**src/mfp_ram.sv**
```systemverilog
// ----------------------------------------------------------------------------
// mfp_ram
// Generic single-port-write, registered-read RAM.
// ----------------------------------------------------------------------------
module mfp_ram #(
    parameter int WIDTH = 16,
    parameter int DEPTH = 16
) (
    input  logic                     i_clk,
    input  logic                     i_we,
    input  logic [$clog2(DEPTH)-1:0] i_waddr,
    input  logic [WIDTH-1:0]         i_wdata,
    input  logic [$clog2(DEPTH)-1:0] i_raddr,
    output logic [WIDTH-1:0]         o_rdata
);
    logic [WIDTH-1:0] r_mem [DEPTH];

    always_ff @(posedge i_clk) begin
        if (i_we) r_mem[i_waddr] <= i_wdata;
        o_rdata <= r_mem[i_raddr];
    end
endmodule

```
**config.mk**
```make
export PLATFORM = sky130hd
export DESIGN_NAME = mfp_ram
export DESIGN_NICKNAME = d
export VERILOG_FILES = /design/src/mfp_ram.sv
export SDC_FILE = /design/constraint.sdc
export NUM_CORES = 1
export LEC_CHECK = 0
export BUFFER_PORTS_ARGS = -buffer_cell sky130_fd_sc_hd__buf_4
export CAP_MARGIN = 15
export CORE_MARGIN = 1.5
export CORE_UTILIZATION = 25
export DETAILED_ROUTE_END_ITERATION = 16
export HOLD_SLACK_MARGIN = 0.03
export MAX_ROUTING_LAYER = met4
export PLACE_DENSITY = 0.41
export RECOVER_POWER = 50
export SLEW_MARGIN = 20
export SYNTH_ARGS = -nofsm -noshare
export SYNTH_HDL_FRONTEND = slang
export SYNTH_SLANG_ARGS = --single-unit
export TNS_END_PERCENT = 1
```
**constraint.sdc**
```tcl
create_clock -name i_clk -period 2.6 [get_ports i_clk]
set_input_delay 0.52 -clock i_clk [delete_from_list [all_inputs] [get_ports i_clk]]
set_output_delay 0.52 -clock i_clk [all_outputs]
set_load 0.02 [all_outputs]
```
==> results by group <==
Status
  • Status: finished clean

Synthesis
  • Synth warnings: 0
  • Flops & latches, synth: 272
  • Post-synth EDFFs: 256
  • Syn_area_per_cell: 23.2 µm²
  • Count leader, synth: edfxtp_1
  • Top post-synthesis cells by area: edfxtp_1 (77%), mux4_2 (12%), dfxtp_1 (3.2%)
  • Synth unique cells: 19
  • Cells after Synth: 432
  • Yosys top cell by area: edfxtp_1
  • Top FF cell, synth: edfxtp_1
  • Syn_nets: 458
  • Top cells by count, synth: edfxtp_1 (256), mux4_2 (54), a22oi_1 (32)
  • Post-synth top area share: 76.5%
  • Fraction of registers with async set/reset: 0%
  • Sequential share of the synthesized area: 79.7%
  • Syn Std Cell Area: 10000 µm²

Power and ir drop
  • Max VDD drop: 380 µV
  • Pleak: 0.00383 µW
  • Sequential fraction of design power: 50.9%
  • Net Sw Frac: 20.4%
  • Switching power: 1980 µW
  • Clock network power share: 44.0%
  • Internal power: 7710 µW
  • Comb pwr share: 5.1%
  • Pwr Density: 802 nW/µm²

Setup path
  • Critical path class: input port to register
  • Crit path to: r_mem[14][5]
  • Crit-path most repeated cell: clkbuf_1
  • Crit-path cells: clkbuf_1, nand2b_1, nor2_1, clkbuf_1
  • Critical path startpoint: i_waddr[0]
  • Crit-path max cell delay: 0.65 ns
  • Arr. time, crit path: 1.86 ns
  • Reg-to-Reg End: o_rdata[3]
  • Worst r2r src: r_mem[11][3]
  • Reg2Reg Depth: 3
  • Worst Path Max Fanout: 9
  • Worst EP required: 2.76 ns
  • CP max stage cell: clkbuf_1
  • CP endpoint kind: register
  • Flop2flop setup slack: 1.27 ns
  • CP Launch Type: input port

Timing
  • RSZ-0062 raised after global routing: false
  • Setup_tns: 0 ns
  • Slew HR: 44.4%
  • Crit share post-route: 65.1%
  • Fin. max-slew vios: 0
  • Final Skew: 0.0140 ns
  • Tmin final: 1.69 ns
  • Slew @ Worst Pin: 0.834 ns
  • Fin. Hold Viols: 0
  • Post-layout worst setup margin: 0.907 ns
  • Setup-failing EPs final: 0
  • Highest Clock Rate: 591 MHz

Job
  • Max-cap viol count: 0

Routing
  • Via count: 4626
  • M1 WL: 11300 µm
  • Vias per cell: 4.38
  • First DRT Iteration DRCs: 271
  • DRT Wirelength: 24100 µm
  • Routed Antenna Nets: 0
  • Top sig layer: met4
  • WL per Instance: 22.9 µm
  • # DRC: 0
  • Routed wl met3: 1210 µm
  • Met2 Wirelength: 11200 µm
  • Pre-antenna DRT Iters: 6

Clocking
  • CTS Buffer Depth: 3
  • Post-CTS Resized: 0
  • # hold bufs at CTS: 0
  • CTS tree: built
  • CTS Sinks: 272
  • Root cell of the clock tree: clkbuf_16
  • Clk_lat worst skew: 0.55 ns
  • Clk pin slew, worst setup/hold paths: 0.06 ns
  • Post-CTS setup buffers: 0
  • H-tree lvl count: 1
  • TritonCTS buffer count: 30

Layout
  • Diode count: 0
  • Layout cell share with drive strength beyond 1: 30.9%
  • Nets@finish: 533
  • Synth-to-layout area growth: 20.3%

Place
  • Final GP Congestion: 0.666
  • Setup slack at placement: 0.470 ns
  • IO buf count: 41
  • Dpl hpwl: 12400 µm

Min path
  • Hold WC Path Type: input port to register
  • Worst Min Path Start: i_wdata[14]

Die
  • # rows: 73
  • Die height: 203 µm
  • Core ar.: 39600 µm²
  • Die width: 203 µm
  • Initial Util: 25.3%
  • I/O Pins: 42
  • Die area: 41400 µm²

GRT
  • Vias in the first global route: 5097
  • First-pass GRT wire length: 35200 µm
  • Total track usage: 12.2%
  • Grt total ovfl: 0
  • Largest net degree at the start of global routing: 65
  • Initial antenna violation count: 0
==> cell families (layout without fill, tap and decap cells) <==
family / count (synthesis) / after routing / share of synthesized area [%]
AO/OA/AOI/OAI: 32 / 32 / 2.39
AND/OR/NAND/NOR: 43 / 43 / 1.92
buffers and inverters: 21 / 119 / 1.23
flip-flops: 272 / 272 / 79.7
multiplexers: 64 / 64 / 14.7
==> worst max-delay path, delay by kind of cell <==
| family | cells | cell delay (ns) |
|---|---|---|
| buffers and inverters | 2 | 0.84 |
| AND/OR/NAND/NOR | 2 | 0.48 |
==> through the flow <==
step	power, µW	instance area, µm²	utilization [%]	cells	hold WS [ns]
3_5_place_dp	5550	11200	28.1	1000	0.659
6_report	9680	12100	30.5	1055	0.475
2_1_floorplan	5290	10000	-	432	0.619
3_3_place_gp	5530	11100	28.1	1000	0.653
5_1_grt	10000	12100	30.5	1055	0.490
4_1_cts	9830	12200	30.7	1055	0.251
==> per-layer routing <==
metal,GRT usage (%),up-vias
met2,18.5,104
met1,17.2,2497
met5,-,-
li1,-,1992
met4,2.72,0
met3,2.06,33
==> layout make-up <==
class	instances	area [µm²]
clock inverters	20	194
well taps	525	657
flip-flops and latches	272	8010
fillers	3868	27600
repair buffers	64	447
clock buffers	35	811
multi-input cells	139	1970
==> worst min path at each step <==
| stage | end | slack, ns | cells past startpoint |
|---|---|---|---|
| final | r_mem[2][14] | 0.48 | 1 |
| after detailed placement | o_rdata[11] | 0.66 | 3 |
| after floorplan | r_mem[0][0] | 0.62 | 0 |
| after global placement | o_rdata[11] | 0.65 | 3 |
| after CTS | r_mem[12][14] | 0.25 | 1 |
| after global routing | r_mem[4][4] | 0.49 | 1 |
==> cells in the final DEF, fill, tap and decap left out, drive strengths merged <==
cell      Yosys  layout
nand3         1       1
dfxtp        16      16
nand2        17      17
nor2         13      13
nor2b         2       2
clkinvlp      0       1
clkbuf        8      54
or3b          1       1
edfxtp      256     256
bufinv        0       4
mux4         64      64
a22oi        32      32
nor3          4       4
nand2b        2       2
nand3b        2       2
clkinv        0      15
buf          13      45
and2          1       1
==> state kept, by name, summed over array words and instances (netlist names) <==
| signal | count |
|---|---|
| r_mem | 256 |
| o_rdata | 16 |
==> power groups by stage <==
stage                     Clock [µW]  Combinational (µW)  Sequential (µW)
after CTS                       4380                 518             4940
after global routing            4560                 532             4940
after floorplan                    0                 239             5050
after detailed placement           0                 517             5030
after global placement             0                 508             5020
final                           4260                 489             4930
(Power assumes the default switching activity.)
