==> src/mfp_pkg.sv <==
// ----------------------------------------------------------------------------
// mfp_pkg
// Shared types and constants of the perceptron forward-pass block.
// ----------------------------------------------------------------------------
package mfp_pkg;
    localparam int MAX_LAYERS = 4;
    localparam int MAX_WIDTH  = 16;
    localparam int VALUE_BITS = 16;
    localparam int FRAC_BITS  = 12;
    localparam int ACC_BITS   = 36;
    localparam int PROD_BITS  = 2 * VALUE_BITS;
    localparam int LAYER_BITS = $clog2(MAX_LAYERS);
    localparam int IDX_BITS   = $clog2(MAX_WIDTH);
    localparam int CNT_BITS   = IDX_BITS + 1;
    localparam int W_DEPTH    = MAX_LAYERS * MAX_WIDTH * MAX_WIDTH;
    localparam int B_DEPTH    = MAX_LAYERS * MAX_WIDTH;
    localparam int A_DEPTH    = 2 * MAX_WIDTH;
    localparam int W_ABITS    = $clog2(W_DEPTH);
    localparam int B_ABITS    = $clog2(B_DEPTH);
    localparam int A_ABITS    = $clog2(A_DEPTH);
    localparam int CFG_IDX_BITS = 3;
    localparam int CFG_DATA_BITS = 5;
    localparam int IN_TDATA_BITS = 32;
    localparam int OUT_TDATA_BITS = 24;

    // request kinds
    localparam logic [1:0] REQ_WEIGHT = 2'd0;
    localparam logic [1:0] REQ_BIAS   = 2'd1;
    localparam logic [1:0] REQ_INPUT  = 2'd2;

    // register indexes
    localparam logic [CFG_IDX_BITS-1:0] CFG_LAYERS = 3'd0;
    localparam logic [CFG_IDX_BITS-1:0] CFG_INPUTS = 3'd1;
    localparam logic [CFG_IDX_BITS-1:0] CFG_W0     = 3'd2;
    localparam logic [CFG_IDX_BITS-1:0] CFG_W1     = 3'd3;
    localparam logic [CFG_IDX_BITS-1:0] CFG_W2     = 3'd4;
    localparam logic [CFG_IDX_BITS-1:0] CFG_OUTS   = 3'd5;

    localparam logic signed [ACC_BITS-1:0] ACC_MAX = {1'b0, {(ACC_BITS-1){1'b1}}};
    localparam logic signed [ACC_BITS-1:0] ACC_MIN = {1'b1, {(ACC_BITS-1){1'b0}}};

    // Clamp a count register to 1..max.
    function automatic logic [CNT_BITS-1:0] clamp_cnt(input logic [CFG_DATA_BITS-1:0] v,
                                                      input int maxv);
        logic [CNT_BITS-1:0] r;
        if (v == '0) r = CNT_BITS'(1);
        else if (int'(v) > maxv) r = CNT_BITS'(maxv);
        else r = CNT_BITS'(v);
        return r;
    endfunction

    // Round Q12.24 back to Q4.12 and saturate.
    function automatic logic signed [VALUE_BITS-1:0] to_value(input logic signed [ACC_BITS-1:0] a);
        logic signed [ACC_BITS:0] s;
        logic signed [ACC_BITS-FRAC_BITS:0] q;
        logic signed [VALUE_BITS-1:0] r;
        s = $signed({a[ACC_BITS-1], a}) + $signed((ACC_BITS+1)'(1 << (FRAC_BITS-1)));
        q = s[ACC_BITS:FRAC_BITS];
        if (q > $signed((ACC_BITS-FRAC_BITS+1)'((1 << (VALUE_BITS-1)) - 1)))
            r = {1'b0, {(VALUE_BITS-1){1'b1}}};
        else if (q < -$signed((ACC_BITS-FRAC_BITS+1)'(1 << (VALUE_BITS-1))))
            r = {1'b1, {(VALUE_BITS-1){1'b0}}};
        else
            r = q[VALUE_BITS-1:0];
        return r;
    endfunction

    // Piecewise-linear sigmoid in Q4.12.
    function automatic logic signed [VALUE_BITS-1:0] sigmoid(input logic signed [VALUE_BITS-1:0] x);
        logic [VALUE_BITS:0] a;
        logic [VALUE_BITS:0] y;
        a = x[VALUE_BITS-1] ? (VALUE_BITS+1)'(-$signed({x[VALUE_BITS-1], x}))
                            : (VALUE_BITS+1)'(x);
        if (a >= (VALUE_BITS+1)'(20480))     y = (VALUE_BITS+1)'(4096);
        else if (a >= (VALUE_BITS+1)'(9728)) y = (a >> 5) + (VALUE_BITS+1)'(3456);
        else if (a >= (VALUE_BITS+1)'(4096)) y = (a >> 3) + (VALUE_BITS+1)'(2560);
        else                                 y = (a >> 2) + (VALUE_BITS+1)'(2048);
        if (x[VALUE_BITS-1]) y = (VALUE_BITS+1)'(4096) - y;
        return y[VALUE_BITS-1:0];
    endfunction
endpackage

==> src/mfp_mac.sv <==
// ----------------------------------------------------------------------------
// mfp_mac
// Shared multiply-accumulate unit: registered product, then saturating add.
// ----------------------------------------------------------------------------
module mfp_mac (
    input  logic                                   i_clk,
    input  logic                                   i_rst_n,
    input  logic                                   i_load,   // load bias<<12 (or zero)
    input  logic signed [mfp_pkg::VALUE_BITS-1:0]  i_bias,
    input  logic                                   i_use_bias,
    input  logic                                   i_mul,    // capture product
    input  logic signed [mfp_pkg::VALUE_BITS-1:0]  i_a,
    input  logic signed [mfp_pkg::VALUE_BITS-1:0]  i_b,
    input  logic                                   i_acc,    // add product
    output logic signed [mfp_pkg::ACC_BITS-1:0]    o_acc
);
    logic signed [mfp_pkg::PROD_BITS-1:0] r_prod;
    logic signed [mfp_pkg::ACC_BITS-1:0]  r_acc, n_acc;
    logic signed [mfp_pkg::ACC_BITS:0]    w_sum;

    always_comb begin
        w_sum = $signed({r_acc[mfp_pkg::ACC_BITS-1], r_acc})
              + (mfp_pkg::ACC_BITS+1)'(r_prod);
        if (w_sum > $signed({1'b0, mfp_pkg::ACC_MAX}))      n_acc = mfp_pkg::ACC_MAX;
        else if (w_sum < $signed({1'b1, mfp_pkg::ACC_MIN})) n_acc = mfp_pkg::ACC_MIN;
        else                                                n_acc = w_sum[mfp_pkg::ACC_BITS-1:0];
    end

    always_ff @(posedge i_clk) begin
        if (i_mul) r_prod <= i_a * i_b;
        if (!i_rst_n) begin
            r_acc <= '0;
        end else if (i_load) begin
            r_acc <= i_use_bias ? (mfp_pkg::ACC_BITS'(i_bias) <<< mfp_pkg::FRAC_BITS) : '0;
        end else if (i_acc) begin
            r_acc <= n_acc;
        end
    end

    assign o_acc = r_acc;
endmodule

==> config.mk <==
export PLATFORM = sky130hd
export DESIGN_NAME = mfp_mac
export DESIGN_NICKNAME = d
export VERILOG_FILES = /design/src/mfp_pkg.sv /design/src/mfp_mac.sv
export SDC_FILE = /design/constraint.sdc
export NUM_CORES = 1
export LEC_CHECK = 0
export BUFFER_PORTS_ARGS = -buffer_cell sky130_fd_sc_hd__buf_2
export CAP_MARGIN = 20
export CORE_MARGIN = 3
export CORE_UTILIZATION = 40
export DETAILED_ROUTE_END_ITERATION = 6
export GPL_TIMING_DRIVEN = 0
export PLACE_DENSITY = 0.59
export SLEW_MARGIN = 10
export SYNTH_ARGS = -nofsm -noshare
export SYNTH_HDL_FRONTEND = slang
export SYNTH_SLANG_ARGS = --single-unit
==> constraint.sdc <==
create_clock -name i_clk -period 8.3 [get_ports i_clk]
set_input_delay 0.415 -clock i_clk [delete_from_list [all_inputs] [get_ports i_clk]]
set_output_delay 0.415 -clock i_clk [all_outputs]
set_load 0.03 [all_outputs]
==> impl_results.md <==
* Post-synth cell types at between 60 and 70
* Register area share after synthesis at a little under an eighth
* DRC at 0
* Final Critical Period at slightly above 7 ns
* CTS tree: done
* Final wirelength at roughly 37 mm
* Drt pass-1 iters at 5
* Initial DRC Count at about 580
* I/O Pins at 90
* Mapped Nets at approximately 2k
* Clk_lat worst skew at around 0.33 ns
* Area delta synth->final at 9.32%
* Final period util at between 80% and 90%
* CP startpoint kind: primary input
* Cells after Synth at around 1.6k
* Num rows at 68
* Routability cong. at a little over 0.9
* #FFs+latches synth at approximately 70
* Ys flop type: dfxtp_1
* Post-Syn Area at roughly 14000 um2
* Core box area at approximately 35000 um2
* First-pass GRT wire length at 60.9 mm
* Initial antenna violation count at 0
* Final hold violation count at 0
* I/O Buffers at 89
* Vias in the first global route at ~11k
* Antenna viol nets, final at 0
* Slew headroom at between 50% and 60%
* Layout cell share with drive strength beyond 1 at 7.94%
* Worst Hold Class: primary input to flip-flop
* Via count at roughly 11k
* YS warnings at 0
* Multiplexer share of the synthesized area at less than 1%
* XOR/XNOR share of the synthesized area at 4.18%
* Layout Nets at around 2.1k
* Number of H-tree levels at 3
* Post-DP HPWL at around 32 mm
* RSZ-0062 raised after global routing: false
* # setup viols final at 0
* GR Util All Layers at around a fifth
* Commonest non-fill, non-tap cell in the layout: inv_1
* Hold buffer count at CTS at 0
* Max FO, Critical Path at 10
* Status: completed
* Final Max Tran Viols at 0
* Setup TNS Final at 0 ns
* Synth async-reset ratio at 0%
* Synth Area in Compound Gates at 11.8%
* Fmax at roughly 140 MHz
* Vias per cell at a little over 5
* Die width at a little under 200 um
* Height of the die at just under 200 um
* Fin Clk Skew at approximately 0.0074 ns
* CP Capture Type: flip-flop
* Die Area at about 38000 um2
* WL/cell at 17.5 um
* Simple-Gate Fraction of Synth Area at between 10% and 20%
* Largest net degree at the start of global routing at 33
* Clk buf depth at 2
* CP Class: primary input to flip-flop
* Resize count post-CTS at 0
* Largest family of logic cells by synthesized area: adder cells
* CTS Sinks at 68
* Global route overflow at 0
* Clock-pin slew on the worst setup and hold paths at roughly 0.060 ns
* Worst path arrival time at 7.26 ns
* Commonest non-fill, non-tap cells in the layout: inv_1, fa_1, nand2_1
* Slew @ Worst Pin at just over 0.7 ns
* TritonCTS Buffers at 9
* CP required at about 8.4 ns
* Setup repair bufs after CTS at 0
* Adder-Cell Fraction of Synth Area at a little under half
* Starting density of the core at roughly two fifths
* Max Cap Viol at 0
* Clock Tree Root: clkbuf_16
* Syn avg cell area at between 9 and 10 um2
* EDFF count, synth at 32
## per-stage QoR
| stage | setup slack (ns) | instances | instance area (um2) | util [%] | hold WS [ns] |
|---|---|---|---|---|---|
| finish | 1.14 | 2131 | 15600 | 44.7 | 0.368 |
| global route | 0.821 | 2130 | 15600 | 44.7 | 0.411 |
| CTS | 1.20 | 2130 | 15600 | 44.7 | 0.362 |
| detailed placement | 0.846 | 2114 | 15200 | 43.8 | 0.464 |
| global placement | 0.904 | 2114 | 15200 | 43.8 | 0.465 |
| floorplan | 1.91 | 1570 | 14200 | - | 0.527 |
## cell usage after synthesis (all sizes together), types with 4 or more instances
master / number / area (um2)
o21bai: 6 / 45.0
xnor2: 49 / 429
o21a: 7 / 53.8
and3: 12 / 75.1
nand3: 7 / 35.0
a21o: 37 / 278
ha: 118 / 1480
a221o: 4 / 40.0
or3: 4 / 25.0
inv: 314 / 1180
a22oi: 11 / 82.6
and2: 134 / 841
o211ai: 9 / 72.6
a31oi: 36 / 231
clkbuf: 49 / 186
nand2: 193 / 724
buf: 11 / 66.3
dfxtp: 36 / 721
nor4: 4 / 25.0
fa: 263 / 5270
nand4: 8 / 50.1
a21oi: 62 / 314
nor2b: 7 / 43.8
nor3: 10 / 55.1
edfxtp: 32 / 961
a211oi: 10 / 75.1
nor2: 31 / 116
o21ai: 46 / 234
nand2b: 9 / 56.3
xor2: 19 / 166
## flip-flops by register name, summed over array words and instances, names as in the netlist
| register | flops |
|---|---|
| o_acc | 36 |
| r_prod | 32 |
## final cells by class
| cell class | instances | area, um2 |
|---|---|---|
| clock buffers | 11 | 233 |
| diodes | 1 | 2.50 |
| multi-input cells | 1128 | 11100 |
| flip-flops and latches | 68 | 1680 |
| inverters | 314 | 1180 |
| clock inverters | 5 | 76.3 |
| fillers | 3430 | 19200 |
| well taps | 455 | 569 |
| repair buffers | 89 | 445 |
| plain buffers | 60 | 253 |
## path summary, 6_finish.rpt
check	to	slack [ns]	startpoint	cells after the start
hold reg to reg	o_acc[0]$_SDFFE_PN0P_	0.47	o_acc[0]$_SDFFE_PN0P_	2
hold / removal	o_acc[14]$_SDFFE_PN0P_	0.37	i_bias[2]	3
setup / recovery	r_prod[31]$_DFFE_PP_	1.14	i_a[7]	22
setup reg to reg	o_acc[21]$_SDFFE_PN0P_	4.71	r_prod[0]$_DFFE_PP_	12
## layer usage
metal	share of wire (%)	GRT usage, %	vias to the layer above
met2	46	32.5	306
met1	46	28.2	5475
met5	0	0	-
met3	6.3	3.15	48
met4	2.5	4.87	0
li1	-	-	5158
## cell families after synthesis
| logic type | Yosys count |
|---|---|
| flip-flops | 68 |
| adder cells (fa/ha/maj) | 381 |
| AND/OR/NAND/NOR | 425 |
| AO/OA/AOI/OAI | 253 |
| multiplexers | 1 |
| XOR/XNOR | 68 |
| buffers and inverters | 374 |
## critical path: stages
cell and delay [ns]:
buf_2 0.21, clkbuf_1 0.52, nand2_1 0.16, fa_1 0.57
inv_1 0.05, fa_1 0.52, inv_1 0.06, fa_1 0.52
inv_1 0.05, fa_1 0.45, fa_1 0.49, inv_1 0.05
fa_1 0.47, inv_1 0.04, ha_1 0.39, nand4_1 0.25
o31ai_2 0.47, a311o_1 0.42, a2111oi_4 0.13, o31ai_1 0.52
a21oi_2 0.12, xnor2_1 0.36
Power is not shown: default switching activity piles up to over one toggle a cycle in this logic, so the estimate is an artifact.
